<file path="config.mk">
export PLATFORM = sky130hd
export DESIGN_NAME = mm_queue
export DESIGN_NICKNAME = d
export VERILOG_FILES = /design/src/mm_pkg.sv /design/src/mm_queue.sv
export SDC_FILE = /design/constraint.sdc
export NUM_CORES = 1
export LEC_CHECK = 0
export BUFFER_PORTS_ARGS = -buffer_cell sky130_fd_sc_hd__buf_2
export CORE_ASPECT_RATIO = 0.75
export CORE_MARGIN = 3
export CORE_UTILIZATION = 51
export DETAILED_ROUTE_END_ITERATION = 8
export PLACE_DENSITY = 0.83
export SKIP_LAST_GASP = 1
export SYNTH_ARGS = -nofsm -noshare
export SYNTH_HDL_FRONTEND = slang
export SYNTH_SLANG_ARGS = --single-unit
</file>
<file path="constraint.sdc">
create_clock -name clk -period 3.25 [get_ports clk]
set_clock_uncertainty 0.2 [all_clocks]
set_input_delay 0.65 -clock clk [delete_from_list [all_inputs] [get_ports clk]]
set_output_delay 0.65 -clock clk [all_outputs]
set_load 0.01 [all_outputs]
</file>
<file path="src/mm_pkg.sv">
// ----------------------------------------------------------------------------
// mm_pkg
// shared types and constants of the row-at-a-time matrix multiplier
// ----------------------------------------------------------------------------
package mm_pkg;

  localparam int MAX_DIM_DEF   = 16;
  localparam int FRAC_BITS_DEF = 8;

  localparam int DIM_W   = 5;
  localparam int IDX_W   = 4;
  localparam int ELEM_W  = 16;
  localparam int PROD_W  = 32;
  localparam int ACC_W   = 40;
  localparam int RES_W   = 32;
  localparam int CFG_A_W = 2;

  localparam int Q_DEPTH = 2;
  localparam int Q_PTR_W = 1;
  localparam int Q_CNT_W = 2;

  typedef enum logic [1:0] {
    KIND_LOAD_A = 2'd0,
    KIND_LOAD_B = 2'd1,
    KIND_ROW    = 2'd2
  } kind_t;

  typedef enum logic [CFG_A_W-1:0] {
    REG_A_ROWS = 2'd0,
    REG_A_COLS = 2'd1,
    REG_B_ROWS = 2'd2,
    REG_B_COLS = 2'd3
  } cfg_reg_t;

  typedef enum logic [1:0] {
    CMD_LOAD_A = 2'd0,
    CMD_LOAD_B = 2'd1,
    CMD_ROW    = 2'd2,
    CMD_ERR    = 2'd3
  } cmd_op_t;

  typedef struct packed {
    cmd_op_t            op;
    logic [IDX_W-1:0]   row;
    logic [IDX_W-1:0]   col;
    logic [ELEM_W-1:0]  elem;
  } cmd_t;

  typedef struct packed {
    logic [DIM_W-1:0] a_rows;
    logic [DIM_W-1:0] a_cols;
    logic [DIM_W-1:0] b_rows;
    logic [DIM_W-1:0] b_cols;
  } dims_t;

endpackage

</file>
<file path="src/mm_queue.sv">
// ----------------------------------------------------------------------------
// mm_queue
// short request queue between intake and execution
// ----------------------------------------------------------------------------
module mm_queue (
  input  logic         clk,
  input  logic         rst_n,
  input  logic         push,
  input  mm_pkg::cmd_t push_cmd,
  output logic         full,
  input  logic         pop,
  output mm_pkg::cmd_t head,
  output logic         empty
);

  mm_pkg::cmd_t                 slot_r [mm_pkg::Q_DEPTH];
  logic [mm_pkg::Q_PTR_W-1:0]   wr_ptr_r, rd_ptr_r;
  logic [mm_pkg::Q_CNT_W-1:0]   cnt_r, cnt_nxt;
  logic                         do_push, do_pop;

  assign full    = (cnt_r == mm_pkg::Q_CNT_W'(mm_pkg::Q_DEPTH));
  assign empty   = (cnt_r == '0);
  assign do_push = push && !full;
  assign do_pop  = pop && !empty;
  assign head    = slot_r[rd_ptr_r];

  always_comb begin
    cnt_nxt = cnt_r;
    if (do_push && !do_pop) begin
      cnt_nxt = cnt_r + 1'b1;
    end else if (do_pop && !do_push) begin
      cnt_nxt = cnt_r - 1'b1;
    end
  end

  always_ff @(posedge clk) begin
    if (!rst_n) begin
      wr_ptr_r <= '0;
      rd_ptr_r <= '0;
      cnt_r    <= '0;
    end else begin
      cnt_r <= cnt_nxt;
      if (do_push) begin
        wr_ptr_r <= wr_ptr_r + 1'b1;
      end
      if (do_pop) begin
        rd_ptr_r <= rd_ptr_r + 1'b1;
      end
    end
  end

  always_ff @(posedge clk) begin
    if (do_push) begin
      slot_r[wr_ptr_r] <= push_cmd;
    end
  end

endmodule

</file>
Word-level counts from Yosys, hierarchy flattened
Memories as Yosys holds them, arrays and structs flattened. A register that Yosys moved wholly into a read port is not among the register bits.
Cells that the tools add are included.
{"block": "word_totals", "inputBits": 30, "ramBits": 52, "memories": 1, "output_inout_bits": 28, "ff_bits": 4, "word_cells": 25}
{"name": "slot_r", "words": 2, "word_bits": 26, "rd": 1, "rd_clocked_by_memory_dff": 1, "wr": 1, "line": "mm_queue.sv:16", "source": "mm_pkg::cmd_t slot_r [mm_pkg::Q_DEPTH];"}
{"block": "classes", "n_eq_ne": 1, "reduce_logical": 10, "add_sub_neg": 4, "muxes": 6}
{"operator": "1-bit logical AND", "count": 4}
{"operator": "1-bit logical NOT", "count": 4}
{"operator": "1-bit two-way mux", "count": 4}
{"operator": "2-bit two-way mux", "count": 2}
{"operator": "1-bit adder, second input constant", "count": 2}
{"operator": "2-bit by 1-bit adder with 2-bit output, second input constant", "count": 1}
{"operator": "2-bit equality test, second input constant", "count": 1}
{"operator": "2-bit logical NOT", "count": 1}
{"operator": "2-bit nonzero test", "count": 1}
{"operator": "2-bit by 1-bit subtractor with 2-bit output, second input constant", "count": 1}

Depth between registers and ports, before layout
Gate-level depths: netlist (run 1).
{"block": "depth", "depth_word": 7, "mapped_depth": 7, "ltp_nobuf": 7}

Worst setup path before layout (run 1)
No wires, ideal clock.
{"block": "synth_timing", "path_type": "input -> register", "start": "input push", "end": "memory slot_r[0][0] (netlist name), enable pin", "arrival_time_ps": 1798, "cell_stages": 2, "required_time_ps": 2644, "setup_time_ps": 406, "n_path_buf": 0, "setup_slack_ps": 846, "path_cell_list": "inv_1 -> nor3_2"}
{"block": "synth_via", "elab_chain_len": 3}
{"element": "start, declared", "line": "mm_queue.sv:8", "source": "input logic push,"}
{"element": "1-bit logical AND", "line": "mm_queue.sv:23", "source": "assign do_push = push && !full;"}
{"element": "1-bit two-way mux", "line": "mm_queue.sv:53", "source": "if (do_push) begin"}
{"element": "1-bit two-way mux (not written as such)", "line": "mm_queue.sv:54", "source": "slot_r[wr_ptr_r] <= push_cmd;"}
{"element": "end, declared", "line": "mm_queue.sv:16"}
Every way passes these cells.

==> results_dict.tcl, run 1 <==
set metrics [dict create \
    cts_hold_buf 0 \
    clock_latency_ns 0.32 \
    powerDensity_nw_per_um2 808 \
    maxCapViolations 0 \
    synthCells 106 \
    maxSlewHeadroom_pct 69.1 \
    rows 19 \
    hp-class "in -> reg" \
    overflow 0 \
    postCtsSetupRepairBufs 0 \
    die_w_um 80.2 \
    synth_ff_type "edfxtp_1" \
    hold_viol 0 \
    hold_ws_ns 0.312 \
    via_count 1151 \
    synth_common_cells "edfxtp_1, mux2_2, dfxtp_1" \
    viasPerCell 4.98 \
    clock_path_buffers 2 \
    stdcell_area_um2 2680 \
    period_share_pct 80.3 \
    ir_worst_vdd_mv 0.556 \
    antenna_found_initial 0 \
    power_mw 2.16 \
    initial_core_util_pct 55.4 \
    startpoint_type "register" \
    h-tree-depth 3 \
    io_pins 58 \
    clock_sinks 57 \
    syn_nets 137 \
    rsz0062_at_grt "no" \
    final_max_slew_viol_count 0 \
    synth_cell_types 21 \
    post_dp_cell_area_um2 2470 \
    worst_setup_path_end_kind "output port" \
    gp_congestion 0.768 \
    fin_ws_ns 0.640 \
    outcome "finished, final reports clean" \
    antenna_left 0 \
    drt-initial-drc-count 28 \
    setup-tns-final_ns 0 \
    dieHeight_um 61.7 \
    diodes 0 \
    post-place-ws_ns 0.978 \
    fin_crit_ns 2.61 \
    drive_gt1_share_pct 57.0 \
    grt_max_degree 28 \
    core_area_um2 3800 \
    yosys_warnings 0 \
    dr.pass1.iters 4 \
    io_buffers 57 \
    crit_arrival_ns 1.76 \
    root_buffer "clkbuf_8" \
    synth_edf_count 52 \
    syn-cell-area_um2 2110 \
    ys_seq_elements 57 \
    synth_top_area_share_pct 74.1 \
    fmax_mhz 383 \
    async_reset_ff_share_pct 0 \
    wirelength_um 3560 \
    seq_area_frac_synth_pct 78.8 \
    fin_nets 205 \
    dpl.hpwl_um 2460 \
    drcViolationCount 0 \
    worstSetupPathType "reg -> out" \
    final_util_pct 70.3 \
    avgSynthCellArea_um2 19.9 \
    synth_top_cell_by_area "edfxtp_1" \
    final-setup-viol-count 0 \
    grt_pass1_wl_um 5240 \
    wl_per_cell_um 15.4 \
    final_cells 231 \
    cp_max_fo 16 \
    cts_made_buffers 9 \
    path_clk_slew_ns 0.06 \
    cts_tree "built" \
    grt_pass1_vias 1159 \
    p_leak_nw 1.03 \
    yosysMostFrequentCell "edfxtp_1" \
    synth_area_leaders "edfxtp_1, mux2_2, dfxtp_1" \
    grt_usage_pct 15.7 \
    area_growth_pct 26.9 \
    placed_cells 215 \
    die_area_um2 4950 \
    cts_resized 0 \
    worst_slew_pin_slew_ns 0.463 \
    worst_ep_required_time_ns 2.40 \
]
==> per-layer routing <==
layer | wire (µm) | GRT usage, % | up-vias
met2 | 1770 | 25.4 | 45
li1 | - | - | 550
met4 | 39 | 8.43 | 0
met1 | 1510 | 16.7 | 550
met5 | 0 | 0 | -
met3 | 248 | 8.92 | 6
==> worst paths after layout <==
path	startpoint	to	slack, ns	cells after the start
max reg2reg	cnt_r[0]	cnt_r[1]	1.45	7
min reg2reg	cnt_r[1]	cnt_r[1]	0.33	2
max	register	head[0]	0.64	3
min	push_cmd[6]	slot_r[1][6]	0.31	1
==> layout by cell type, fill, tap and decap left out, drive strengths merged <==
cell and instances:
or3 1, bufinv 1, and2 3, and3 1
edfxtp 52, buf 60, clkbuf 14, inv 2
nor3 1, ha 1, xnor2 2, nor2 2
nand2b 1, o21a 1, o21ai 2, clkinv 1
dfxtp 5, a21boi 2, mux2 26, xor2 1
==> state kept, by name (all words and copies together) (netlist names), named ones only <==
register / flops
rd_ptr_r: 1
wr_ptr_r: 1
slot_r: 52
cnt_r: 2
==> report_power, final <==
group,switching [mW],internal (mW),total [mW]
combinational,0.266,0.259,0.525
sequential,0.0540,0.926,0.980
clock,0.242,0.416,0.657
==> worst max-delay path, stage by stage (launching register included) <==
cell     delay (ns)
dfxtp_1        0.60
buf_4          0.32
mux2_2         0.37
buf_2          0.14
==> area by class of cell <==
| class | instances | area (µm²) |
|---|---|---|
| clock buffer | 14 | 173 |
| clock inverter | 2 | 35.0 |
| fill | 253 | 1130 |
| inverter | 2 | 7.51 |
| multi-input combinational | 44 | 425 |
| sequential | 57 | 1660 |
| tap | 52 | 65.1 |
| timing repair buffer | 60 | 308 |
==> cells by family (layout without fill, tap and decap cells) <==
family	count (synthesis)	after routing	share of synthesized area, %
fa+ha+maj	1	1	0.593
flops	57	57	78.8
compound gates	5	5	1.54
buf+inv	5	78	1.30
xor+xnor	3	3	1.25
mux	26	26	13.9
simple gates	9	9	2.61
(Power assumes the default switching activity.)
==> inputs of run 2 (changes only) <==
ABC_AREA = 1   (was not set)
CORE_UTILIZATION = 52   (was 51)
PLACE_DENSITY = 0.84   (was 0.83)
clock period = 2.55 ns   (was 3.25 ns; I/O delays follow)
==> results_dict.tcl, run 2 <==
set metrics [dict create \
    outcome "finished, final reports clean" \
    initial_core_util_pct 57.4 \
    worst_setup_path_end_kind "output port" \
    synth_top_area_share_pct 70.2 \
    regMostFlops "slot_r" \
    powerDensity_nw_per_um2 974 \
    clock_sinks 57 \
    rsz0062_at_grt "no" \
    io_buffers 57 \
    final_common_cell "buf_2" \
    dpl.hpwl_um 2620 \
    crit_arrival_ns 1.50 \
    synth_area_leaders "edfxtp_1, mux2_4, dfxtp_1" \
    worst_slew_pin_slew_ns 0.436 \
    hp-class "in -> reg" \
    synthCells 119 \
    die_area_um2 5110 \
    async_reset_ff_share_pct 0 \
    synthMuxAreaShare_pct 16.5 \
    ys_seq_elements 57 \
    p_leak_nw 1.12 \
    cp_max_fo 20 \
    drcViolationCount 0 \
    diodes 0 \
    io_pins 58 \
    final_util_pct 71.5 \
    hold_ws_ns 0.182 \
    wirelength_um 3660 \
    grt_pass1_vias 1228 \
    period_share_pct 86.5 \
    wl_per_cell_um 15.0 \
    worstSetupPathType "reg -> out" \
    overflow 0 \
    cts_hold_buf 0 \
    core_area_um2 3870 \
    seq_area_frac_synth_pct 74.6 \
    cts_tree "built" \
    dieHeight_um 62.7 \
    syn-cell-area_um2 2230 \
    synth-simple-area-share_pct 3.37 \
    fmax_mhz 453 \
    gp_congestion 0.663 \
    setup-tns-final_ns 0 \
    ir_worst_vdd_mv 0.649 \
    clock_latency_ns 0.31 \
    clock_path_buffers 2 \
    drt-initial-drc-count 54 \
    largest_reg_flops 52 \
    drive_gt1_share_pct 52.6 \
    avgSynthCellArea_um2 18.7 \
    synth_xor_area_share_pct 0 \
    synth_cell_types 15 \
    die_w_um 81.5 \
    root_buffer "clkbuf_8" \
    synth_ff_type "edfxtp_1" \
    worst_ep_required_time_ns 1.84 \
    fin_nets 218 \
    synth_common_cells "edfxtp_1, mux2_4, nor2_1" \
    grt_max_degree 21 \
    antenna_found_initial 0 \
    antenna_left 0 \
    viasPerCell 4.86 \
    yosysMostFrequentCell "edfxtp_1" \
    fin_crit_ns 2.21 \
    synthAdderAreaFrac_pct 0.562 \
    maxSlewHeadroom_pct 70.9 \
    postCtsSetupRepairBufs 0 \
    syn_nets 150 \
    final_cell_mix "buf_2, edfxtp_1, mux2_4" \
    rows 19 \
    synth_edf_count 52 \
    h-tree-depth 3 \
    yosys_warnings 0 \
    cts_made_buffers 9 \
    grt_pass1_wl_um 5740 \
    hold_viol 0 \
    startpoint_type "register" \
    dr.pass1.iters 4 \
    via_count 1185 \
    maxCapViolations 0 \
    final-setup-viol-count 0 \
    slowest_delay_ns 0.47 \
    grt_usage_pct 15.7 \
    synth_top_family_by_area "multiplexers" \
    path_clk_slew_ns 0.06 \
    synth_compound_gate_area_share_pct 1.07 \
    area_growth_pct 24.4 \
    cts_resized 0 \
    critical_path.cell_chain "buf_12 > mux2_2 > buf_2" \
    slowest_stage "dfxtp_2" \
    reg_top3 "slot_r x52, cnt_r x2" \
    final_max_slew_viol_count 0 \
    synth_top_cell_by_area "edfxtp_1" \
]
==> run 2: cell types whose count changed after synthesis, sizes merged, moves of 2 or more <==
| cell | change |
|---|---|
| xnor2 | -2 |
| nor2 | +9 |
| a21boi | -2 |
| inv | +7 |
| nand2 | +6 |
| and2 | -3 |
==> run 2: metrics by stage <==
stage               cell area [µm²]  setup slack, ns  total power [mW]  instances
floorplan                      2230            0.258              1.76        119
global placement               2590            0.685              1.95        228
detailed placement             2590            0.669              1.99        228
CTS                            2770            0.307              2.74        244
global route                   2770            0.273              2.84        244
finish                         2770            0.344              2.70        244
==> run 2: worst paths after layout <==
check / from / to / slack (ns) / cells after the start
worst max-delay path: register / head[4] / 0.34 / 3
worst min-delay path: push_cmd[23] / slot_r[1][23] / 0.18 / 1
worst max register to register: cnt_r[1] / cnt_r[1] / 0.84 / 9
worst min register to register: rd_ptr_r / rd_ptr_r / 0.31 / 2
==> run 2: final cells by class <==
cell class	instances	area (µm²)
clock buffers	11	131
inverters	9	33.8
well taps	52	65.1
flip-flops and latches	57	1660
fillers	263	1110
repair buffers	60	345
multi-input cells	50	484
clock inverters	5	46.3
==> run 2: logic make-up (layout without fill, tap and decap cells) <==
family / after synthesis / after routing
AO/OA/AOI/OAI: 4 / 4
adder cells (fa/ha/maj): 1 / 1
AND/OR/NAND/NOR: 19 / 19
multiplexers: 26 / 26
buffers and inverters: 12 / 85
flip-flops: 57 / 57
==> run 2: power by group <==
group	leakage, nW	internal [mW]	total [mW]	switching (mW)
registers	0.527	1.19	1.25	0.0653
logic	0.507	0.360	0.712	0.352
clock network	0.0898	0.439	0.735	0.295
total	1.12	1.99	2.70	0.713
==> run 2: critical path: cells and delay by family (launching register included) <==
kind,cells,cell delay (ns)
DFF,1,0.47
muxes,1,0.34
buffers and inverters,2,0.36
==> run 2: routing by layer <==
layer	track usage (%)	wire, µm
met5	0	0
met4	8.23	38
met3	7.78	380
met2	25.6	1840
met1	16.4	1400
==> inputs of run 3 (changes only) <==
CTS_BUF_LIST = sky130_fd_sc_hd__clkbuf_16   (was not set)
==> results_dict.tcl, run 3 (synthesized netlist as in run 2, its figures left out) <==
set metrics [dict create \
    outcome "finished, final reports clean" \
    root_buffer "clkbuf_16" \
    powerDensity_nw_per_um2 1060 \
    gp_congestion 0.663 \
    cts_made_buffers 9 \
    core_area_um2 3870 \
    via_count 1195 \
    clock_path_buffers 2 \
    final_util_pct 74.1 \
    fin_nets 218 \
    rows 19 \
    hold_viol 0 \
    dpl.hpwl_um 2620 \
    io_pins 58 \
    reg_top3 "slot_r x52, cnt_r x2" \
    path_clk_slew_ns 0.05 \
    regMostFlops "slot_r" \
    worst_slew_pin_slew_ns 0.436 \
    post_dp_cell_area_um2 2590 \
    largest_reg_flops 52 \
    hp-class "in -> reg" \
    dieHeight_um 62.7 \
    critical_path.cell_chain "buf_12 > mux2_2 > buf_2" \
    die_w_um 81.5 \
    post-place-ws_ns 0.669 \
    setup-tns-final_ns 0 \
    wirelength_um 3780 \
    multi_input_area_um2 484 \
    worst_setup_path_end_kind "output port" \
    die_area_um2 5110 \
    p_clk_share_pct 35.3 \
    final-setup-viol-count 0 \
    clock_sinks 57 \
    overflow 0 \
    dr.pass1.iters 4 \
    grt_max_degree 21 \
    startpoint_type "register" \
    fin_ws_ns 0.347 \
    initial_core_util_pct 57.4 \
    seqPwrFrac_pct 41.3 \
    grt_pass1_vias 1233 \
    maxCapViolations 0 \
    p_leak_nw 1.18 \
    drt-initial-drc-count 54 \
    viasPerCell 4.90 \
    antenna_left 0 \
    cts_hold_buf 0 \
    final_cells 244 \
    fillerInstances 241 \
    worstSetupPathType "reg -> out" \
    worst_ep_required_time_ns 1.84 \
    placed_cells 228 \
    grt_usage_pct 16.7 \
    p_comb_share_pct 23.4 \
    fin_crit_ns 2.20 \
    switching_share_pct 25.1 \
    io_buffers 57 \
    h-tree-depth 3 \
    wl_per_cell_um 15.5 \
    stdcell_area_um2 2870 \
    final_max_slew_viol_count 0 \
    ir_worst_vdd_mv 0.833 \
    seqCellArea_um2 1660 \
    fmax_mhz 454 \
    crit_arrival_ns 1.49 \
    drcViolationCount 0 \
    maxSlewHeadroom_pct 70.9 \
    rsz0062_at_grt "no" \
    drive_gt1_share_pct 52.6 \
    cts_tree "built" \
    final_cell_mix "buf_2, edfxtp_1, mux2_4, inv_1" \
    slowest_delay_ns 0.46 \
    final_common_cell "buf_2" \
    antenna_found_initial 0 \
    internal_power_mw 2.28 \
    postCtsSetupRepairBufs 0 \
    area_growth_pct 28.9 \
    cts_resized 0 \
    slowest_stage "dfxtp_2" \
    p_switching_mw 0.763 \
    period_share_pct 86.4 \
    cp_max_fo 20 \
    grt_pass1_wl_um 5990 \
    clock_latency_ns 0.31 \
    diodes 0 \
]
==> run 3: power by group through the flow <==
stage	Sequential [mW]	Clock [mW]	Combinational [mW]
2_1_floorplan	1.24	0	0.515
3_3_place_gp	1.26	0	0.697
3_5_place_dp	1.27	0	0.721
4_1_cts	1.26	1.09	0.726
5_1_grt	1.27	1.15	0.775
6_report	1.26	1.07	0.713
==> run 3: layer usage <==
| metal | track usage, % | routed length [µm] |
|---|---|---|
| met1 | 17.5 | 1430 |
| met2 | 26.6 | 1920 |
| met3 | 10.2 | 381 |
| met4 | 6.96 | 51 |
| met5 | 0 | 0 |
==> run 3: area by class of cell <==
cell class                      count  area share (%)
Clock inverter                      7            1.87
Sequential cell                    57            57.9
Multi-Input combinational cell     50            16.9
Inverter                            9            1.18
Clock buffer                        9            7.85
Timing Repair Buffer               60            12.0
Tap cell                           52            2.27
==> run 3: final timing paths <==
path	to	start	slack, ns	cells after the start
setup / recovery	head[10]	register	0.35	3
hold / removal	slot_r[1][23]	push_cmd[23]	0.18	1
setup reg to reg	cnt_r[1]	cnt_r[1]	0.85	9
hold reg to reg	rd_ptr_r	rd_ptr_r	0.31	2
==> run 3: metrics by stage <==
step	hold WS (ns)	total power, mW
after floorplan	0.267	1.76
after global placement	0.284	1.95
after detailed placement	0.301	1.99
after CTS	0.176	3.08
after global routing	0.170	3.20
final	0.185	3.04
==> run 3: worst max-delay path, delay by kind of cell, from the launching register on <==
| family | cells | cell delay (ns) |
|---|---|---|
| flops | 1 | 0.46 |
| buf+inv | 2 | 0.36 |
| mux | 1 | 0.35 |
