File: src/mm_pkg.sv
// ----------------------------------------------------------------------------
// mm_pkg
// shared types and constants of the row-at-a-time matrix multiplier
// ----------------------------------------------------------------------------
package mm_pkg;

  localparam int MAX_DIM_DEF   = 16;
  localparam int FRAC_BITS_DEF = 8;

  localparam int DIM_W   = 5;
  localparam int IDX_W   = 4;
  localparam int ELEM_W  = 16;
  localparam int PROD_W  = 32;
  localparam int ACC_W   = 40;
  localparam int RES_W   = 32;
  localparam int CFG_A_W = 2;

  localparam int Q_DEPTH = 2;
  localparam int Q_PTR_W = 1;
  localparam int Q_CNT_W = 2;

  typedef enum logic [1:0] {
    KIND_LOAD_A = 2'd0,
    KIND_LOAD_B = 2'd1,
    KIND_ROW    = 2'd2
  } kind_t;

  typedef enum logic [CFG_A_W-1:0] {
    REG_A_ROWS = 2'd0,
    REG_A_COLS = 2'd1,
    REG_B_ROWS = 2'd2,
    REG_B_COLS = 2'd3
  } cfg_reg_t;

  typedef enum logic [1:0] {
    CMD_LOAD_A = 2'd0,
    CMD_LOAD_B = 2'd1,
    CMD_ROW    = 2'd2,
    CMD_ERR    = 2'd3
  } cmd_op_t;

  typedef struct packed {
    cmd_op_t            op;
    logic [IDX_W-1:0]   row;
    logic [IDX_W-1:0]   col;
    logic [ELEM_W-1:0]  elem;
  } cmd_t;

  typedef struct packed {
    logic [DIM_W-1:0] a_rows;
    logic [DIM_W-1:0] a_cols;
    logic [DIM_W-1:0] b_rows;
    logic [DIM_W-1:0] b_cols;
  } dims_t;

endpackage

File: src/mm_front.sv
// ----------------------------------------------------------------------------
// mm_front
// configuration registers, request intake and classification
// ----------------------------------------------------------------------------
module mm_front #(
  parameter int MAX_DIM = mm_pkg::MAX_DIM_DEF
) (
  input  logic                          clk,
  input  logic                          rst_n,
  input  logic                          cfg_valid,
  output logic                          cfg_ready,
  input  logic [mm_pkg::CFG_A_W-1:0]    cfg_index,
  input  logic [mm_pkg::DIM_W-1:0]      cfg_data,
  input  logic                          in_valid,
  output logic                          in_stall,
  input  logic [1:0]                    in_kind,
  input  logic [mm_pkg::IDX_W-1:0]      in_row_index,
  input  logic [mm_pkg::IDX_W-1:0]      in_col_index,
  input  logic signed [mm_pkg::ELEM_W-1:0] in_element,
  input  logic                          q_full,
  output logic                          q_push,
  output mm_pkg::cmd_t                  q_cmd,
  output mm_pkg::dims_t                 dims
);

  localparam int DIM_CAP = (MAX_DIM < 16) ? MAX_DIM : 16;
  localparam logic [mm_pkg::DIM_W-1:0] CAP = mm_pkg::DIM_W'(DIM_CAP);

  logic [mm_pkg::DIM_W-1:0] a_rows_r, a_cols_r, b_rows_r, b_cols_r;
  logic [mm_pkg::DIM_W-1:0] ar, ac, br, bc;
  logic                     enq;
  logic                     row_err;
  mm_pkg::cmd_t             cmd;

  assign cfg_ready = 1'b1;

  always_ff @(posedge clk) begin
    if (!rst_n) begin
      a_rows_r <= mm_pkg::DIM_W'(1);
      a_cols_r <= mm_pkg::DIM_W'(1);
      b_rows_r <= mm_pkg::DIM_W'(1);
      b_cols_r <= mm_pkg::DIM_W'(1);
    end else if (cfg_valid && cfg_ready) begin
      case (mm_pkg::cfg_reg_t'(cfg_index))
        mm_pkg::REG_A_ROWS: a_rows_r <= cfg_data;
        mm_pkg::REG_A_COLS: a_cols_r <= cfg_data;
        mm_pkg::REG_B_ROWS: b_rows_r <= cfg_data;
        mm_pkg::REG_B_COLS: b_cols_r <= cfg_data;
        default: ;
      endcase
    end
  end

  assign ar = (a_rows_r < CAP) ? a_rows_r : CAP;
  assign ac = (a_cols_r < CAP) ? a_cols_r : CAP;
  assign br = (b_rows_r < CAP) ? b_rows_r : CAP;
  assign bc = (b_cols_r < CAP) ? b_cols_r : CAP;

  assign dims = '{a_rows: ar, a_cols: ac, b_rows: br, b_cols: bc};

  assign row_err = (ar == '0) || (ac == '0) || (br == '0) || (bc == '0) ||
                   (ac != br) || ({1'b0, in_row_index} >= ar);

  always_comb begin
    enq      = 1'b0;
    cmd.op   = mm_pkg::CMD_ERR;
    cmd.row  = in_row_index;
    cmd.col  = in_col_index;
    cmd.elem = in_element;
    case (mm_pkg::kind_t'(in_kind))
      mm_pkg::KIND_LOAD_A: begin
        cmd.op = mm_pkg::CMD_LOAD_A;
        enq    = ({1'b0, in_row_index} < ar) && ({1'b0, in_col_index} < ac);
      end
      mm_pkg::KIND_LOAD_B: begin
        cmd.op = mm_pkg::CMD_LOAD_B;
        enq    = ({1'b0, in_row_index} < br) && ({1'b0, in_col_index} < bc);
      end
      mm_pkg::KIND_ROW: begin
        cmd.op = row_err ? mm_pkg::CMD_ERR : mm_pkg::CMD_ROW;
        enq    = 1'b1;
      end
      default: enq = 1'b0;
    endcase
  end

  assign in_stall = q_full;
  assign q_push   = in_valid && !in_stall && enq;
  assign q_cmd    = cmd;

endmodule

File: config.mk
export PLATFORM = sky130hd
export DESIGN_NAME = mm_front
export DESIGN_NICKNAME = d
export VERILOG_FILES = /design/src/mm_pkg.sv /design/src/mm_front.sv
export SDC_FILE = /design/constraint.sdc
export NUM_CORES = 1
export LEC_CHECK = 0
export ABC_AREA = 1
export ABC_CLOCK_PERIOD_IN_PS = 1850
export BUFFER_PORTS_ARGS = -buffer_cell sky130_fd_sc_hd__buf_2
export CAP_MARGIN = 20
export CORE_UTILIZATION = 39
export DETAILED_ROUTE_END_ITERATION = 10
export GPL_ROUTABILITY_DRIVEN = 0
export PLACE_DENSITY = 0.81
export SYNTH_ARGS = -nofsm -noshare
export SYNTH_HDL_FRONTEND = slang
export SYNTH_SLANG_ARGS = --single-unit
File: constraint.sdc
create_clock -name clk -period 1.85 [get_ports clk]
set_input_delay 0.185 -clock clk [delete_from_list [all_inputs] [get_ports clk]]
set_output_delay 0.185 -clock clk [all_outputs]
set_load 0.05 [all_outputs]
# == Yosys cells after proc, flatten, opt, wreduce, memory -nomap -nowiden ==
# Index checks and enable logic that the tools add are counted.
# word_totals
ff_bits,20
in_bits,38
out_inout_bits,49
elab_cells,46
# op_classes
n_lt_le_gt_ge,9
n_eq_ne,6
mux,7
reduce_logical,20
# op_table
operator,n
zero test 5 bit,4
less-than comparator 4 x 5 -> 1 bit,4
less-than comparator 5 bit (second input constant),4
two-way mux 5 bit,4
AND reduction 2 bit,4
equality test 2 bit (second input constant),3
case mux 2 bit (3 select lines),1
greater-or-equal comparator 4 x 5 -> 1 bit,1
logical OR 1 bit,5
!= test 5 bit,1
equality test 2 x 1 -> 1 bit (second input constant),2
logical AND 1 bit,4
zero test 2 bit,2
case mux 1 bit (3 select lines),1
zero test 1 bit,1
two-way mux 1 bit,1

# == Logic depth before layout (Yosys ltp) ==
# Gate-level depths: netlist of run 1.
# logic_depth
depth_word,10
mapped_depth,13
ltp_nobuf,13

# == Worst setup path before layout of run 1 ==
# No wires, ideal clock.
# synth_path
path_type,register -> output
from,register a_rows_r[4] (netlist bit)
to,output port q_push
arrival_ns,2.496
t_required_ns,1.665
setup_slack_ns,-0.831
stages_incl_launch_ff,13
path_buffers,0
cell_sequence,dfxtp_1 > nor2_1 > inv_1 > ha_1 > nand2_1 > inv_1 > nand3b_1 > inv_1 > nor2_1 > nand2_1 > nand2_1 > nand2_1 > nor2_1
# synth_lines
element,line,source
start: declaration,mm_front.sv:29,"logic [mm_pkg::DIM_W-1:0] a_rows_r, a_cols_r, b_rows_r, b_cols_r;"
start signal: assignment,mm_front.sv:39,a_rows_r <= mm_pkg::DIM_W'(1);
start signal: assignment,mm_front.sv:45,mm_pkg::REG_A_ROWS: a_rows_r <= cfg_data;
end: declaration,mm_front.sv:21,"output logic q_push,"

# == Worst setup path in the final report of run 1 ==
# layout_path
from,register a_rows_r[4] (netlist bit)
to,output port q_push
# layout_via
elab_chain_cells,6
# layout_rtl
element,line,source
less-than comparator 5 bit,mm_front.sv:54,assign ar = (a_rows_r < CAP) ? a_rows_r : CAP;
two-way mux 5 bit (*),mm_front.sv:54,
less-than comparator 4 x 5 -> 1 bit (*),mm_front.sv:73,"enq = ({1'b0, in_row_index} < ar) && ({1'b0, in_col_index} < ac);"
logical AND 1 bit (*),mm_front.sv:73,
case mux 1 bit (3 select lines) (*),mm_front.sv:70,case (mm_pkg::kind_t'(in_kind))
logical AND 1 bit (*),mm_front.sv:88,assign q_push = in_valid && !in_stall && enq;
# Every way passes the cells marked *; elsewhere a longest branch is shown, timed or not.

==> results of run 1 <==
[sequential cells by signal, summed over array words and instances, names as in the netlist]
signal / count
b_cols_r: 5
a_cols_r: 5
a_rows_r: 5
b_rows_r: 5
[how the worst max path moves through the flow]
stage | start | endpoint | cells after the start
global route | a_rows_r[4] | q_push | 14
finish | a_rows_r[4] | q_push | 14
detailed placement | a_rows_r[4] | q_push | 13
global placement | a_rows_r[4] | q_push | 14
floorplan | a_rows_r[1] | q_push | 13
CTS | a_rows_r[4] | q_push | 14
[placed cells by master, fill, tap and decap left out]
cell type  instances
a21oi_1           14
inv_1             38
nand3_1           12
nand2_2            1
clkbuf_8           4
o21ai_2            1
ha_1              13
buf_4             16
nor2_4             5
dfxtp_2            1
dfxtp_1           18
nand3b_1           2
nor2_1            34
o211ai_1           2
buf_8              1
nand2_1           52
nor3_4             3
buf_2             51
nor2_2             3
buf_6              2
nand4_1            2
o21ai_0           13
nand3_2            1
o21ai_1            2
dfxtp_4            1
inv_2              9
conb_1             1
[area by class of cell]
class,instances,share of cell area (%)
clock buffers,4,2.755
inverters,47,8.829
multi-input cells,161,44.33
flip-flops and latches,20,20.29
well taps,50,3.131
repair buffers,70,20.66
[synth_stat cells]
cell type and instances:
inv_2 7, nand3_1 12, buf_2 1, nor2_1 42, nand4_1 2, clkbuf_1 2
nand3_2 1, a21oi_1 14, inv_1 40, o21ai_2 1, buf_4 30, nand2_1 53
o21ai_0 13, nor3_4 3, o211ai_1 2, ha_1 13, conb_1 1, dfxtp_1 20
nand3b_1 2, o21ai_1 2
[power groups by stage]
stage	sequential [mW]	combinational [mW]	clock (mW)
2_1_floorplan	0.478	0.449	0
3_3_place_gp	0.479	0.466	0
3_5_place_dp	0.481	0.474	0
4_1_cts	0.471	0.484	0.328
5_1_grt	0.473	0.536	0.346
6_report	0.471	0.484	0.327
[per-stage QoR]
stage          TNS (ns)  cells  instance area, um^2
2_1_floorplan  -0.07083    261                 1697
3_5_place_dp   -0.02472    347                 1907
4_1_cts         -0.3195    352                 1992
3_3_place_gp          0    347                 1907
6_report        -0.3233    352                 1998
5_1_grt         -0.6551    352                 1998
[worst max-delay path, cell delays in order (launching register included)]
cell	delay [ns]
dfxtp_4	0.35
buf_6	0.12
nor2_4	0.06
inv_1	0.04
ha_1	0.26
nand2_1	0.06
inv_1	0.04
nand3b_1	0.09
inv_1	0.06
nor2_2	0.09
nand2_1	0.06
nand2_1	0.07
nand2_2	0.06
nor2_4	0.09
buf_8	0.15
[layer usage]
layer	share of wire [%]	track usage [%]
met1	47	22.67
met2	46	29.00
met5	0	0
met4	1.2	5.585
met3	6.0	2.397
[kinds of logic after synthesis]
kind of cell    share of synthesized area [%]
compound gates                          10.22
buf+inv                                 25.06
other cells                            0.2269
flops                                   24.22
fa+ha+maj                               9.841
simple gates                            30.43
[repair_timing]
item | in CTS | in global routing
buffers inserted | 1 | 0
pin swaps | 6 | 1
setup endpoints to repair | 2 | 2
gates resized for setup | 9 | 2
==> impl_metrics.yaml, run 1 <==
final_layout:
  area_growth_pct: 20.89
  layout.nets: 354
  utilization_pct: 49.60
  multi_input_comb_area_um2: 885.9
  drive_gt1_share_pct: 32.78
  num_antenna_cells: 0
  seq_area_um2: 405.4
  nFillCells: 409
synthesis:
  synth_cell_types: 20
  syn_nets: 312
  ys_top_cells_by_area: "dfxtp_1 (24%), buf_4 (14%), nand2_1 (12%)"
  synth_cells: 261
  avgSynthCellArea_um2: 6.333
  synth_seq_cells: 20
  yosysSeqAreaShare_pct: 24.22
  synth_top_area_share_pct: 24.22
  syn-cell-area_um2: 1653
  yosysWarnings: 0
  synth_area_leader_cell: "dfxtp_1"
sta:
  setup_violations: 2
  rsz0062_at_grt: "true"
  skew_ns: 0
  timing.fmax_mhz: 488.4
  whs_ns: 0.1992
  min_period_ns: 2.048
  post-route-period-util_pct: 110.7
  hold_violations: 0
  slew_violations: 0
  layout_setup_ws_ns: -0.1976
power:
  p_int_mw: 0.7967
  pwr-share-clk_pct: 25.5
  swShare_pct: 37.82
  p_sw_mw: 0.4846
  p_leak_nw: 1.143
  power_density_nw_per_um2: 641.2
  peakVddDrop_v: 0.0002894
  total_power_mw: 1.281
  comb_power_share_pct: 37.7
  pwr-share-seq_pct: 36.7
setup_path:
  worstSetupStartpointType: "flip-flop"
  path_max_fanout: 3
  cp.arrival_ns: 1.86
  crit_type: "flip-flop to output port"
  cp.required_ns: 1.66
  crit_path_end_kind: "output port"
  timing.reg2reg.setup_slack_ns: 1.03
  r2r_start: "b_cols_r[4]"
  worst-r2r-cell-count: 3
  r2r-end: "b_cols_r[4]"
global_route:
  antenna_found_initial: 0
  grt_pass1_vias: 1406
  grt_start_max_net_pins: 20
  track_usage_pct: 17.34
  grt-ovfl-total: 0
  grt_pass1_wl_um: 5989
clock_network:
  cts_tree: "built"
  h-tree-depth: 1
  clock_latency_ns: 0.26
  clockBufferDepth: 2
  cts_root_buffer: "clkbuf_8"
  clk_pin_slew_ns: 0.07
  numCtsBuffers: 3
  clock-sinks: 20
  cts.hold.buffers_added: 0
run_status:
  violations: "negative setup slack"
  outcome: "complete, but fails checks"
worst_hold_path:
  holdPathStages: 3
  holdPathEnd: "a_cols_r[0]"
  min-delay-start: "cfg_data[0]"
  hp-class: "primary input to flip-flop"
drt:
  drt_iter0_drc: 83
  viasPerCell: 4.554
  drc: 0
  wl_um: 3698
  ant_nets: 0
  first_pass_iters: 4
  via_count: 1603
  wire_per_inst_um: 10.51
floorplanning:
  core_um2: 4029
  dieHeight_um: 67.10
  rows: 23
  dieArea_um2: 4502
  initial_core_util_pct: 41.02
  fp.dieW_um: 67.10
  io_pins: 87
place:
  pre_cts_ws_ns: -0.02472
  port_buffers: 53
  dpl.hpwl_um: 3078
run:
  cap_violations: 0
Note: power is estimated with default switching activity, not from simulation.
==> run 2, diff against run 1 <==
ABC_AREA = default   (was 1)
==> run 2 against run 1 <==
The run still ends with negative setup slack left. Final cell count shrank 18%. Clock power shrank 13%. Worst setup slack lost 0.0040 ns. Maximum frequency shrank 0.20%. Register-to-register slack gained 0.03 ns. Global-route usage grew 0.63 points. Sequential share of layout area shrank 1.1 points. First-iteration DRC count shrank 58%. Core utilization grew 3.7 points. Power shrank 8.4%. Critical path depth shrank 7. Critical path type unchanged. Highest routed layer unchanged.
==> impl_metrics.yaml, run 2 <==
sta:
  whs_ns: 0.2254
  layout_setup_ws_ns: -0.2016
  worst_pin_slew_ns: 0.5330
  skew_ns: 0
  hold_violations: 0
  timing.fmax_mhz: 487.4
  rsz0062_at_grt: "true"
  setup_violations: 2
  min_period_ns: 2.052
  post-route-period-util_pct: 110.9
  max_slew_margin_pct: 64.31
  slew_violations: 0
synthesis:
  netlist_top_cells_count: "buf_4 (30), nor2b_1 (21), dfxtp_1 (20), mux2i_1 (20), inv_1 (15)"
  synth_cells: 194
  synth_seq_cells: 20
  synth-async-reset-ratio_pct: 0
  synth_cell_types: 34
  yosysSeqAreaShare_pct: 24.73
  synth_area_leader_cell: "dfxtp_1"
  synth.most_common_cell: "buf_4"
  synth_top_area_share_pct: 24.73
  syn-cell-area_um2: 1619
  ys_top_cells_by_area: "dfxtp_1 (25%), buf_4 (14%), mux2i_1 (12%)"
  synth_edf_count: 0
  synth_flop_cell: "dfxtp_1"
  yosysWarnings: 0
  syn_nets: 245
  avgSynthCellArea_um2: 8.346
run_status:
  violations: "negative setup slack"
  outcome: "complete, but fails checks"
final_layout:
  multi_input_comb_area_um2: 1109
  final_cell_mix: "buf_2 (51), buf_4 (22), mux2i_1 (20)"
  instances_no_fill: 288
  nFillCells: 382
  final_common_cell: "buf_2"
  area_growth_pct: 31.76
  utilization_pct: 53.33
  drive_gt1_share_pct: 48.74
  num_antenna_cells: 0
  seq_area_um2: 410.4
  layout.nets: 290
setup_path:
  cpLargestDelayFamily: "compound AO/OA/AOI/OAI gates"
  cp.required_ns: 1.66
  crit_type: "flip-flop to output port"
  slowest_delay_ns: 0.37
  setup.worst_path.start: "a_rows_r[4]"
  crit_path_end_kind: "output port"
  crit_buf_inv: 1
  r2r_start: "b_rows_r[1]"
  cp.arrival_ns: 1.87
  path_max_fanout: 8
  crit_slowest_cell: "dfxtp_4"
  worstSetupStartpointType: "flip-flop"
  path_cells: "nand2b_4, ha_1, a21oi_1, o221a_2, o21ai_2, a211oi_4, buf_6"
global_route:
  grt_pass1_wl_um: 6058
  grt_start_max_net_pins: 21
  antenna_found_initial: 0
  track_usage_pct: 17.96
  grt_pass1_vias: 1389
  grt-ovfl-total: 0
floorplanning:
  dieHeight_um: 66.43
  fp.dieW_um: 66.43
  initial_core_util_pct: 40.48
  dieArea_um2: 4413
  rows: 23
  io_pins: 87
  core_um2: 4000
place:
  port_buffers: 53
  placedCellCount: 285
  pre_cts_ws_ns: -0.07613
  dpl.hpwl_um: 3083
clock_network:
  clock-sinks: 20
  clockBufferDepth: 2
  cts_root_buffer: "clkbuf_8"
  clk_pin_slew_ns: 0.07
  h-tree-depth: 1
  cts_tree: "built"
  clock_latency_ns: 0.25
  numCtsBuffers: 3
worst_hold_path:
  hp-class: "primary input to flip-flop"
  min-delay-start: "cfg_data[0]"
drt:
  wire_per_inst_um: 13.51
  first_pass_iters: 4
  drc: 0
  viasPerCell: 4.806
  drt_iter0_drc: 35
  via_count: 1384
  wl_um: 3892
  ant_nets: 0
power:
  p_leak_nw: 1.065
  power_density_nw_per_um2: 550.0
  peakVddDrop_v: 0.0002717
run:
  cap_violations: 0
run 2: cell count changes after synthesis, moves of 11 or more:
cell      change
inv_1        -25
nand2_1      -46
nand3_1      -11
mux2i_1      +20
nand2b_1     +14
nor2_1       -35
nor2b_1      +21
run 2: layout make-up:
class                      count  share of cell area, %
multi-input combinational    124                  51.96
timing repair buffer          75                  20.76
sequential                    20                  19.24
inverter                      15                  2.991
tap                           50                  2.933
clock buffer                   4                  2.111
run 2: what timing repair did:
| item | CTS | global route |
|---|---|---|
| gates resized for setup | 18 | 11 |
| endpoints found under the setup margin | 2 | 2 |
| hold buffers | 0 | 0 |
| pin swaps | 11 | 5 |
| buffers inserted | 0 | 0 |
run 2: worst paths after layout:
kind | to | slack [ns] | cells past startpoint
setup / recovery | q_push | -0.20 | 7
setup reg to reg | b_rows_r[1] | 1.06 | 3
hold / removal | b_cols_r[0] | 0.23 | 3
hold reg to reg | a_rows_r[0] | 0.49 | 2
run 2: per-layer routing:
layer	vias up	track usage, %	wire length (um)
met5	-	0	0
met3	9	1.724	141
met2	45	33.04	1955
li1	706	-	-
met1	624	21.33	1726
met4	0	6.383	68
run 2: worst min-delay path, cell delays in order:
cell and delay [ns]:
buf_2 0.13, mux2i_1 0.08, nand2_1 0.06
run 2: power by group:
group | switching (mW) | leakage (nW) | total [mW] | internal [mW]
clock network | 0.133 | 0.0228 | 0.286 | 0.153
logic | 0.259 | 0.877 | 0.425 | 0.165
registers | 0.0170 | 0.165 | 0.462 | 0.445
total | 0.409 | 1.07 | 1.17 | 0.764
run 2: kinds of logic after synthesis:
kind of cell	share of synthesized area, %
AND/OR/NAND/NOR	24.81
buffers and inverters	18.70
AO/OA/AOI/OAI	9.120
multiplexers	12.36
flip-flops	24.73
adder cells (fa/ha/maj)	10.05
other	0.2316
run 2: through the flow:
step | cell area (um^2) | power [mW] | setup TNS, ns
2_1_floorplan | 1693 | 0.8497 | -0.1863
3_3_place_gp | 1941 | 0.8499 | -0.02961
3_5_place_dp | 1941 | 0.8601 | -0.1435
4_1_cts | 2097 | 1.168 | -0.4374
5_1_grt | 2133 | 1.233 | -0.5251
6_report | 2133 | 1.173 | -0.3980
==> run 3, diff against run 2 <==
PLACE_DENSITY = 0.69   (was 0.81)
==> run 3 against run 2 <==
The run still ends with negative setup slack left. Hold slack better by 0.0065 ns. Sequential power hardly changed. Final cell count grew 2.8%. Critical path type unchanged. Critical endpoint unchanged. Highest routed layer unchanged.
==> impl_metrics.yaml, run 3 (synthesized netlist as in run 2, its figures left out) <==
sta:
  worst_pin_slew_ns: 0.5280
  hold_violations: 0
  setup_violations: 2
  skew_ns: 0
  whs_ns: 0.2319
  timing.fmax_mhz: 483.2
  rsz0062_at_grt: "true"
  min_period_ns: 2.070
  post-route-period-util_pct: 111.9
  layout_setup_ws_ns: -0.2195
  slew_violations: 0
  max_slew_margin_pct: 64.65
  fin_setup_tns_ns: -0.3889
clock_network:
  cts.hold.buffers_added: 0
  clock-sinks: 20
  clk_pin_slew_ns: 0.07
  cts_tree: "built"
  clockBufferDepth: 2
  cts_root_buffer: "clkbuf_8"
  numCtsBuffers: 3
  clock_latency_ns: 0.26
  h-tree-depth: 1
setup_path:
  cp.required_ns: 1.66
  crit_buf_inv: 2
  crit_slowest_cell: "dfxtp_2"
  crit_type: "flip-flop to output port"
  crit_path_end_kind: "output port"
  cpLargestDelayFamily: "compound AO/OA/AOI/OAI gates"
  path_cells: "nand2b_4, ha_4, o21ai_2, a21oi_2, nor3_2, nor4b_2, buf_4, a211oi_4, buf_6"
  path_max_fanout: 4
  worstSetupStartpointType: "flip-flop"
  cp.arrival_ns: 1.88
  slowest_delay_ns: 0.34
power:
  p_leak_nw: 1.113
  peakVddDrop_v: 0.0004551
  power_density_nw_per_um2: 532.5
  total_power_mw: 1.201
global_route:
  gr-usage-met2_pct: 30.36
  track_usage_pct: 18.66
  grt.met1_usage_pct: 24.85
  met3_usage_pct: 1.897
  grt-ovfl-total: 0
  grt_pass1_vias: 1337
  grt_start_max_net_pins: 21
  antenna_found_initial: 0
  grt_pass1_wl_um: 6203
  busiest_layer: "met2"
run_status:
  violations: "negative setup slack"
  outcome: "complete, but fails checks"
final_layout:
  utilization_pct: 56.40
  final_common_cell: "buf_2"
  layout.nets: 298
  nFillCells: 364
  final_area_um2: 2256
  final_cell_mix: "buf_2 (51), buf_4 (29), mux2i_1 (20)"
  instances_no_fill: 296
  num_antenna_cells: 0
  area_growth_pct: 39.34
  drive_gt1_share_pct: 54.07
place:
  dpl.hpwl_um: 2972
  placed_area_um2: 1978
  placedCellCount: 290
  pre_cts_ws_ns: -0.08195
  port_buffers: 53
drt:
  first_pass_iters: 4
  wire_per_inst_um: 13.31
  viasPerCell: 4.834
  wl_um: 3939
  drt_iter0_drc: 27
  ant_nets: 0
  drc: 0
  via_count: 1431
floorplanning:
  initial_core_util_pct: 40.48
  core_um2: 4000
  fp.dieW_um: 66.43
  dieHeight_um: 66.43
  dieArea_um2: 4413
  io_pins: 87
  rows: 23
run:
  cap_violations: 0
worst_hold_path:
  hp-class: "primary input to flip-flop"
[run 3: cell types whose count changed in the layout (fill, tap and decap cells not counted), sizes merged]
cell  change
buf       +8
[run 3: worst register-to-register path, stage by stage, from the launching register on]
cell	delay (ns)
dfxtp_4	0.37
buf_4	0.14
buf_4	0.12
mux2i_1	0.11
nor2b_1	0.05
[run 3: metal layers]
metal  wire length, um  vias to the layer above
li1                  -                      728
met1              1890                      661
met2              1862                       35
met3               112                        7
met4                74                        0
met5                 0                        -
[run 3: layout make-up]
type / instances / area (um^2) / share of cell area [%]
clock buffers: 4 / 45.04 / 1.997
inverters: 15 / 63.81 / 2.829
multi-input cells: 124 / 1159 / 51.36
flip-flops and latches: 20 / 419.2 / 18.58
well taps: 50 / 62.56 / 2.773
repair buffers: 83 / 506.7 / 22.46
[run 3: timing repair]
item,CTS,global route
resized for setup,21,19
setup endpoints to repair,2,2
pin swaps,8,6
buffers inserted,2,0
[run 3: where the power goes]
part           leakage (nW)  internal (mW)  switching, mW
registers             0.167          0.444         0.0175
clock network        0.0228          0.153          0.138
logic                 0.923          0.182          0.266
total                  1.11          0.779          0.422
[run 3: worst paths after layout]
| kind | start | to | slack [ns] | cells past startpoint |
|---|---|---|---|---|
| worst max-delay path | b_rows_r[4] | q_push | -0.22 | 9 |
| worst min-delay path | cfg_data[0] | b_rows_r[0] | 0.23 | 3 |
| worst max register to register | a_rows_r[4] | a_rows_r[4] | 0.95 | 4 |
| worst min register to register | a_rows_r[0] | a_rows_r[0] | 0.50 | 2 |
